==> config.mk <==
export PLATFORM = sky130hd
export DESIGN_NAME = kswp_dump
export DESIGN_NICKNAME = d
export VERILOG_FILES = /design/src/design/kswp_pkg.sv /design/src/design/kswp_dump.sv
export VERILOG_INCLUDE_DIRS = /design/src /design/src/design
export SDC_FILE = /design/constraint.sdc
export NUM_CORES = 1
export LEC_CHECK = 0
export BUFFER_PORTS_ARGS = -buffer_cell sky130_fd_sc_hd__buf_4
export CAP_MARGIN = 20
export CORE_AREA = 10 10 428 430
export DETAILED_ROUTE_END_ITERATION = 10
export DIE_AREA = 0 0 438 440
export GPL_ROUTABILITY_DRIVEN = 0
export PLACE_DENSITY = 0.52
export SYNTH_ARGS = -nofsm -noshare
export SYNTH_HDL_FRONTEND = slang
export SYNTH_SLANG_ARGS = --single-unit
export TNS_END_PERCENT = 50
==> constraint.sdc <==
create_clock -name clk -period 132.5 [get_ports clk]
set_input_delay 19.875 -clock clk [delete_from_list [all_inputs] [get_ports clk]]
set_output_delay 19.875 -clock clk [all_outputs]
set_load 0.05 [all_outputs]
==> src/design/k_smallest_with_payload_macros.svh <==
// Assertion macros shared by the k-smallest selection modules.
`ifndef K_SMALLEST_WITH_PAYLOAD_MACROS_SVH
`define K_SMALLEST_WITH_PAYLOAD_MACROS_SVH

// Same-cycle implication, checked at every rising edge out of reset.
`define KSWP_ASSERT_NOW(lbl, clk, rst_n, ante, cons, msg) \
  lbl: assert property (@(posedge clk) disable iff (!rst_n) (ante) |-> (cons)) \
    else $error(msg);

// Next-cycle implication.
`define KSWP_ASSERT_NEXT(lbl, clk, rst_n, ante, cons, msg) \
  lbl: assert property (@(posedge clk) disable iff (!rst_n) (ante) |=> (cons)) \
    else $error(msg);

`endif

==> src/design/kswp_pkg.sv <==
// Shared constants, a type and a function for the k-smallest selection block.
package kswp_pkg;

  localparam int MAX_KEPT_DEF = 16;
  localparam int RANK_LIMIT   = 16;
  localparam int DATA_W       = 32;
  localparam int RANK_W       = 4;
  localparam int KEEP_W       = 5;
  localparam int CNT_W        = 5;

  localparam logic [KEEP_W-1:0] KEEP_RESET = KEEP_W'(16);

  typedef struct packed {
    logic             load;
    logic [CNT_W-1:0] count;
  } dump_ctl_t;

  // Saturate the programmed keep count to 1 .. kc.
  function automatic logic [CNT_W-1:0] keep_clamp(input logic [KEEP_W-1:0] keep,
                                                  input logic [CNT_W-1:0] kc);
    logic [CNT_W-1:0] k;
    k = CNT_W'(keep);
    if (k == '0) k = CNT_W'(1);
    if (k > kc) k = kc;
    return k;
  endfunction

endpackage

==> src/design/kswp_dump.sv <==
// Dump buffer: holds one snapshot of the sorted store and shifts it out by rank.
`include "k_smallest_with_payload_macros.svh"
module kswp_dump #(
  parameter int MAX_KEPT = kswp_pkg::MAX_KEPT_DEF
) (
  input  logic                                clk,
  input  logic                                rst_n,
  input  kswp_pkg::dump_ctl_t                 dump_ctl,
  input  logic signed [kswp_pkg::DATA_W-1:0]  snap_val [(MAX_KEPT < kswp_pkg::RANK_LIMIT) ?
                                                        MAX_KEPT : kswp_pkg::RANK_LIMIT],
  input  logic signed [kswp_pkg::DATA_W-1:0]  snap_pay [(MAX_KEPT < kswp_pkg::RANK_LIMIT) ?
                                                        MAX_KEPT : kswp_pkg::RANK_LIMIT],
  output logic                                dump_free,
  output logic                                out_valid,
  input  logic                                out_stall,
  output logic [kswp_pkg::RANK_W-1:0]         out_rank,
  output logic signed [kswp_pkg::DATA_W-1:0]  out_kept_value,
  output logic signed [kswp_pkg::DATA_W-1:0]  out_kept_payload,
  output logic                                out_last_of_dump
);
  import kswp_pkg::*;

  localparam int KC = (MAX_KEPT < RANK_LIMIT) ? MAX_KEPT : RANK_LIMIT;
  localparam logic [CNT_W-1:0] KC_W = CNT_W'(KC);

  logic [CNT_W-1:0]         cnt_r;
  logic [RANK_W-1:0]        rank_r;
  logic signed [DATA_W-1:0] val_r [KC];
  logic signed [DATA_W-1:0] pay_r [KC];
  logic                     pop;

  assign out_valid        = cnt_r != '0;
  assign pop              = out_valid && !out_stall;
  assign dump_free        = (cnt_r == '0) || ((cnt_r == CNT_W'(1)) && !out_stall);
  assign out_rank         = rank_r;
  assign out_kept_value   = val_r[0];
  assign out_kept_payload = pay_r[0];
  assign out_last_of_dump = cnt_r == CNT_W'(1);

  always_ff @(posedge clk) begin
    if (!rst_n) begin
      cnt_r  <= '0;
      rank_r <= '0;
    end else if (dump_ctl.load) begin
      cnt_r  <= dump_ctl.count;
      rank_r <= '0;
    end else if (pop) begin
      cnt_r  <= cnt_r - CNT_W'(1);
      rank_r <= rank_r + RANK_W'(1);
    end
  end

  // Advance the snapshot toward slot 0 on every taken word.
  always_ff @(posedge clk) begin
    if (dump_ctl.load) begin
      val_r <= snap_val;
      pay_r <= snap_pay;
    end else if (pop) begin
      for (int i = 0; i < KC - 1; i++) begin
        val_r[i] <= val_r[i+1];
        pay_r[i] <= pay_r[i+1];
      end
    end
  end

  `KSWP_ASSERT_NOW(a_load_when_free, clk, rst_n, dump_ctl.load, dump_free,
                   "snapshot loaded over a pending dump")
  `KSWP_ASSERT_NEXT(a_valid_after_load, clk, rst_n, dump_ctl.load && (dump_ctl.count != '0),
                    out_valid && (out_rank == '0), "dump did not start at rank zero")
  `KSWP_ASSERT_NOW(a_cnt_le_k, clk, rst_n, 1'b1, cnt_r <= KC_W, "dump count beyond depth")

endmodule

[Word-level counts from Yosys, hierarchy flattened]
Cells that the tools add are included.
Storage, ports and cells
  ROM bits: 0
  register bits: 1033
  word-level logic and storage cells: 52
  bits in latches: 0
  input bits: 1033
  bits in writable memories: 0
  memories kept: 0
Operators by class
  shifts and indexed selects: 0
  reductions and logical operators: 8
  $lt $le $gt $ge: 0
  mux-type cells: 6
  div/mod/pow operators: 0
  bitwise logic cells: 1
  multipliers: 0
  equal/unequal tests: 1
  add/sub/neg operators: 2
Operators by type and width (count)
  $mux W480: 4
  $mux W5: 2
  $eq A5 B1 Y1 const B: 1
  $logic_not A5 Y1: 1
  $reduce_bool A5 Y1: 1
  $sub A5 B1 Y5 const B: 1
  $add A4 B1 Y4 const B: 1
  $logic_and A1 B1 Y1: 2
  $reduce_bool A2 Y1: 1
  $reduce_or A2 Y1: 1
  $logic_not A1 Y1: 1
  $logic_or A1 B1 Y1: 1
  $not A1 Y1: 1

[Longest topological paths before layout]
  word-level depth: 4
  gate-level depth with buffers: 6
  gate-level depth less buffers: 6

[Worst setup path after synthesis]
OpenSTA, ideal clock, no wires.
  kind: input -> register
  from: input out_stall
  to: register pay_r (netlist bit out_kept_payload[0]), enable pin
  stages: 2
  path buffers: 1
  setup slack: 42084 ps
  data required time: 128880 ps
  arrival time: 86797 ps
  setup time: 3620 ps
  cell sequence: clkbuf_1 o21ai_0
On the way
  cells in the longest elaborated chain, start to end: 3
Ends and longest elaborated chain
  start, declared: RTL line kswp_dump.sv:15  | input logic out_stall,
  $logic_not A1 Y1: RTL line kswp_dump.sv:33  | assign pop = out_valid && !out_stall;
  $logic_and A1 B1 Y1: RTL line kswp_dump.sv:33
  $reduce_bool A2 Y1 (no source line)
  end signal, assigned: RTL line kswp_dump.sv:57  | pay_r <= snap_pay;
  end signal, assigned by index: RTL line kswp_dump.sv:61  | pay_r[i] <= pay_r[i+1];
  end, declared: RTL line kswp_dump.sv:29  | logic signed [DATA_W-1:0] pay_r [KC];
No other way between the ends.
A chain may end at the register's enable or synchronous reset.

[Worst setup path in the final report]
  from: input out_stall
  to: output dump_free
On the way
  cells in the longest elaborated chain, start to end: 3
Ends and longest elaborated chain
  $logic_not A1 Y1: RTL line kswp_dump.sv:34  | assign dump_free = (cnt_r == '0) || ((cnt_r == CNT_W'(1)) && !out_stall);
  $logic_and A1 B1 Y1: RTL line kswp_dump.sv:34
  $logic_or A1 B1 Y1: RTL line kswp_dump.sv:34
  end, declared: RTL line kswp_dump.sv:13  | output logic dump_free,
No other way between the ends.

==> results.yml <==
run_status:
  outcome: "completed"
setup_path:
  endpoint_kind: "output pin"
  r2r_cells: 10
  path_max_fanout: 14
  criticalPathCategory: "in2out"
  crit_arrival_ns: 20.90
  start_kind: "primary input"
  cp_cell_sequence: "buf_4 > inv_1 > a21oi_1 > nor4_1 > buf_4"
  worst_path_largest_cell_delay_ns: 0.37
  crit_slowest_cell: "nor4_1"
  cpMostUsedCell: "buf_4"
  cp.required_ns: 112.62
global_routing:
  grt_max_degree: 172
  grt_util_all_layers_pct: 15.1
  overflow: 0
  antenna_found_initial: 75
  grt_pass1_wl_mm: 202
  grt_pass1_vias: 24700
synth:
  synth_edf_count: 1024
  syn_area_per_cell_um2: 19.5
  ys_seq_area_share_pct: 71.7
  synthFlopType: "edfxtp_1"
  synth_area_mm2: 0.0431
  async_flop_share_pct: 0
  syn_nets: 3254
  yosysUniqueCellTypes: 27
  synth_seq_cells: 1033
  yosysWarnings: 0
  synthCells: 2218
placement:
  place_area_mm2: 0.0535
  io_buffers: 1103
  place_ws_ns: 91.65
  dp.cells: 5513
  dp_hpwl_mm: 119
final_layout:
  instances_no_fill: 5779
  syn_to_final_growth_pct: 32.9
  nNetsFinal: 4330
  postLayoutCellArea_mm2: 0.0573
  final_layout_size_suffix_gt1_share_pct: 45.6
pwr:
  irDropWorstVdd_mv: 0.0127
  p_per_area_mw_per_mm2: 14.5
  leakagePower_nw: 21.6
  p_total_mw: 0.831
clocking:
  cts_root_buf: "clkbuf_16"
  cts_setup_buffers: 0
  clk_pin_slew_ns: 0.06
  clk_latency_ns: 0.76
  cts_buffer_depth: 3
  cts-resized-gates: 0
  cts_inserted_buffers: 118
  cts_tree: "yes"
  clkSinkCount: 1033
  htree_levels: 3
  ctsHoldBuffers: 0
min_path:
  hold_class: "reg2reg"
  hold-path-cell-count: 1
floorplan:
  die_area_mm2: 0.193
  die_x_um: 438
  rows: 154
  chipHeight_um: 440
  start_util_pct: 24.7
  num_io_pins: 1104
  core_mm2: 0.175
timing:
  fmax_ghz: 0.0245
  final_hold_viol_count: 0
  slew-limit-headroom_pct: 27.8
  setup_violations: 0
  finClkSkew_ns: 0.0512
  post-route-period-util_pct: 30.8
  worst_slack_ns: 91.72
  slew_viol_final: 0
  rsz0062_at_grt: "false"
  period_minus_slack_ns: 40.78
  tightest_slew_ns: 1.08
  tns_ns: 0
detailed_routing:
  postRouteWirelength_mm: 154
  detail-route-antenna-nets: 0
  post_drt_wl_per_cell_um: 26.6
  first_iter_violations: 1827
  dr.pass1.iters: 4
  drc: 0
  vias: 24000
  via_per_inst: 4.16
run:
  max_cap_viol_count: 0
-- layout by cell type, fill, tap and decap left out, drive strengths merged, types with 4 or more instances in the layout --
cell type | Yosys | layout
buf | 170 | 1130
edfxtp | 1024 | 1024
mux2 | 960 | 960
clkbuf | 4 | 153
diode | 0 | 51
clkinv | 0 | 47
inv | 6 | 12
dfxtp | 9 | 9
a21oi | 8 | 8
bufinv | 0 | 7
o21ai | 6 | 6
nand3 | 4 | 4
-- flip-flops by register name, summed over array words and instances (netlist names) --
| signal | count |
|---|---|
| out_rank | 4 |
| pay_r | 480 |
| val_r | 480 |
| out_kept_payload | 32 |
| out_kept_value | 32 |
| cnt_r | 5 |
-- where the power goes --
part	total [mW]	leakage, nW	switching (mW)	internal [mW]
Combinational	0.0903	9.41	0.0454	0.0450
Clock	0.315	1.77	0.138	0.178
Sequential	0.425	10.4	0.0152	0.410
-- critical path: cells and delay by family --
family	cells	cell delay, ns
buf+inv	3	0.57
simple gates	1	0.37
compound gates	1	0.08
-- cells by family (layout without fill, tap and decap cells) --
kind of cell	after synthesis	in the layout	share of synthesized area (%)
fa+ha+maj	3	3	0.0870
mux	960	960	25.1
other cells	0	51	0
simple gates	21	21	0.296
buf+inv	180	1350	2.58
compound gates	21	21	0.293
flops	1033	1033	71.7
-- metrics by stage --
step	util, %	hold slack (ns)
after global placement	30.6	0.493
after floorplan	-	0.498
final	32.8	0.488
after global routing	32.8	0.512
after CTS	32.7	0.500
after detailed placement	30.6	0.506
-- worst paths after layout --
kind	endpoint	slack [ns]	from
max	dump_free	91.72	out_stall
min	val_r[97]	0.49	val_r[65]
max reg2reg	pay_r[119]	126.52	cnt_r[0]
min reg2reg	val_r[97]	0.49	val_r[65]
-- final cells by class --
cell class	count	area, um^2
clock inverters	61	574
inverters	6	22.5
diodes	51	128
flip-flops and latches	1033	30900
clock buffers	153	3080
multi-input cells	1005	11100
repair buffers	1130	8560
fillers	17200	118000
well taps	2340	2930
-- cell usage after synthesis (all sizes together) (2+ instances only) --
cell,number,share of area (%)
or3,3,0.044
clkbuf,4,0.035
inv,6,0.052
nand2b,2,0.029
ha,3,0.087
a21oi,8,0.093
or4,3,0.052
nand3,4,0.046
o31ai,3,0.052
nand2,3,0.026
mux2,960,25
nor4b,2,0.055
nor2,2,0.017
dfxtp,9,0.42
buf,170,2.5
edfxtp,1024,71
o21ai,6,0.070
-- per-layer routing --
| layer | up-vias | GRT usage (%) | share of wire [%] | wire [um] |
|---|---|---|---|---|
| met3 | 191 | 3.72 | 5.7 | 8720 |
| met5 | - | 0 | 0.040 | 62 |
| met4 | 10 | 6.61 | 3.0 | 4560 |
| met2 | 737 | 24.8 | 50 | 77500 |
| li1 | 10900 | - | - | - |
| met1 | 12200 | 18.7 | 41 | 63100 |
Note: power is estimated with default switching activity, not from simulation.
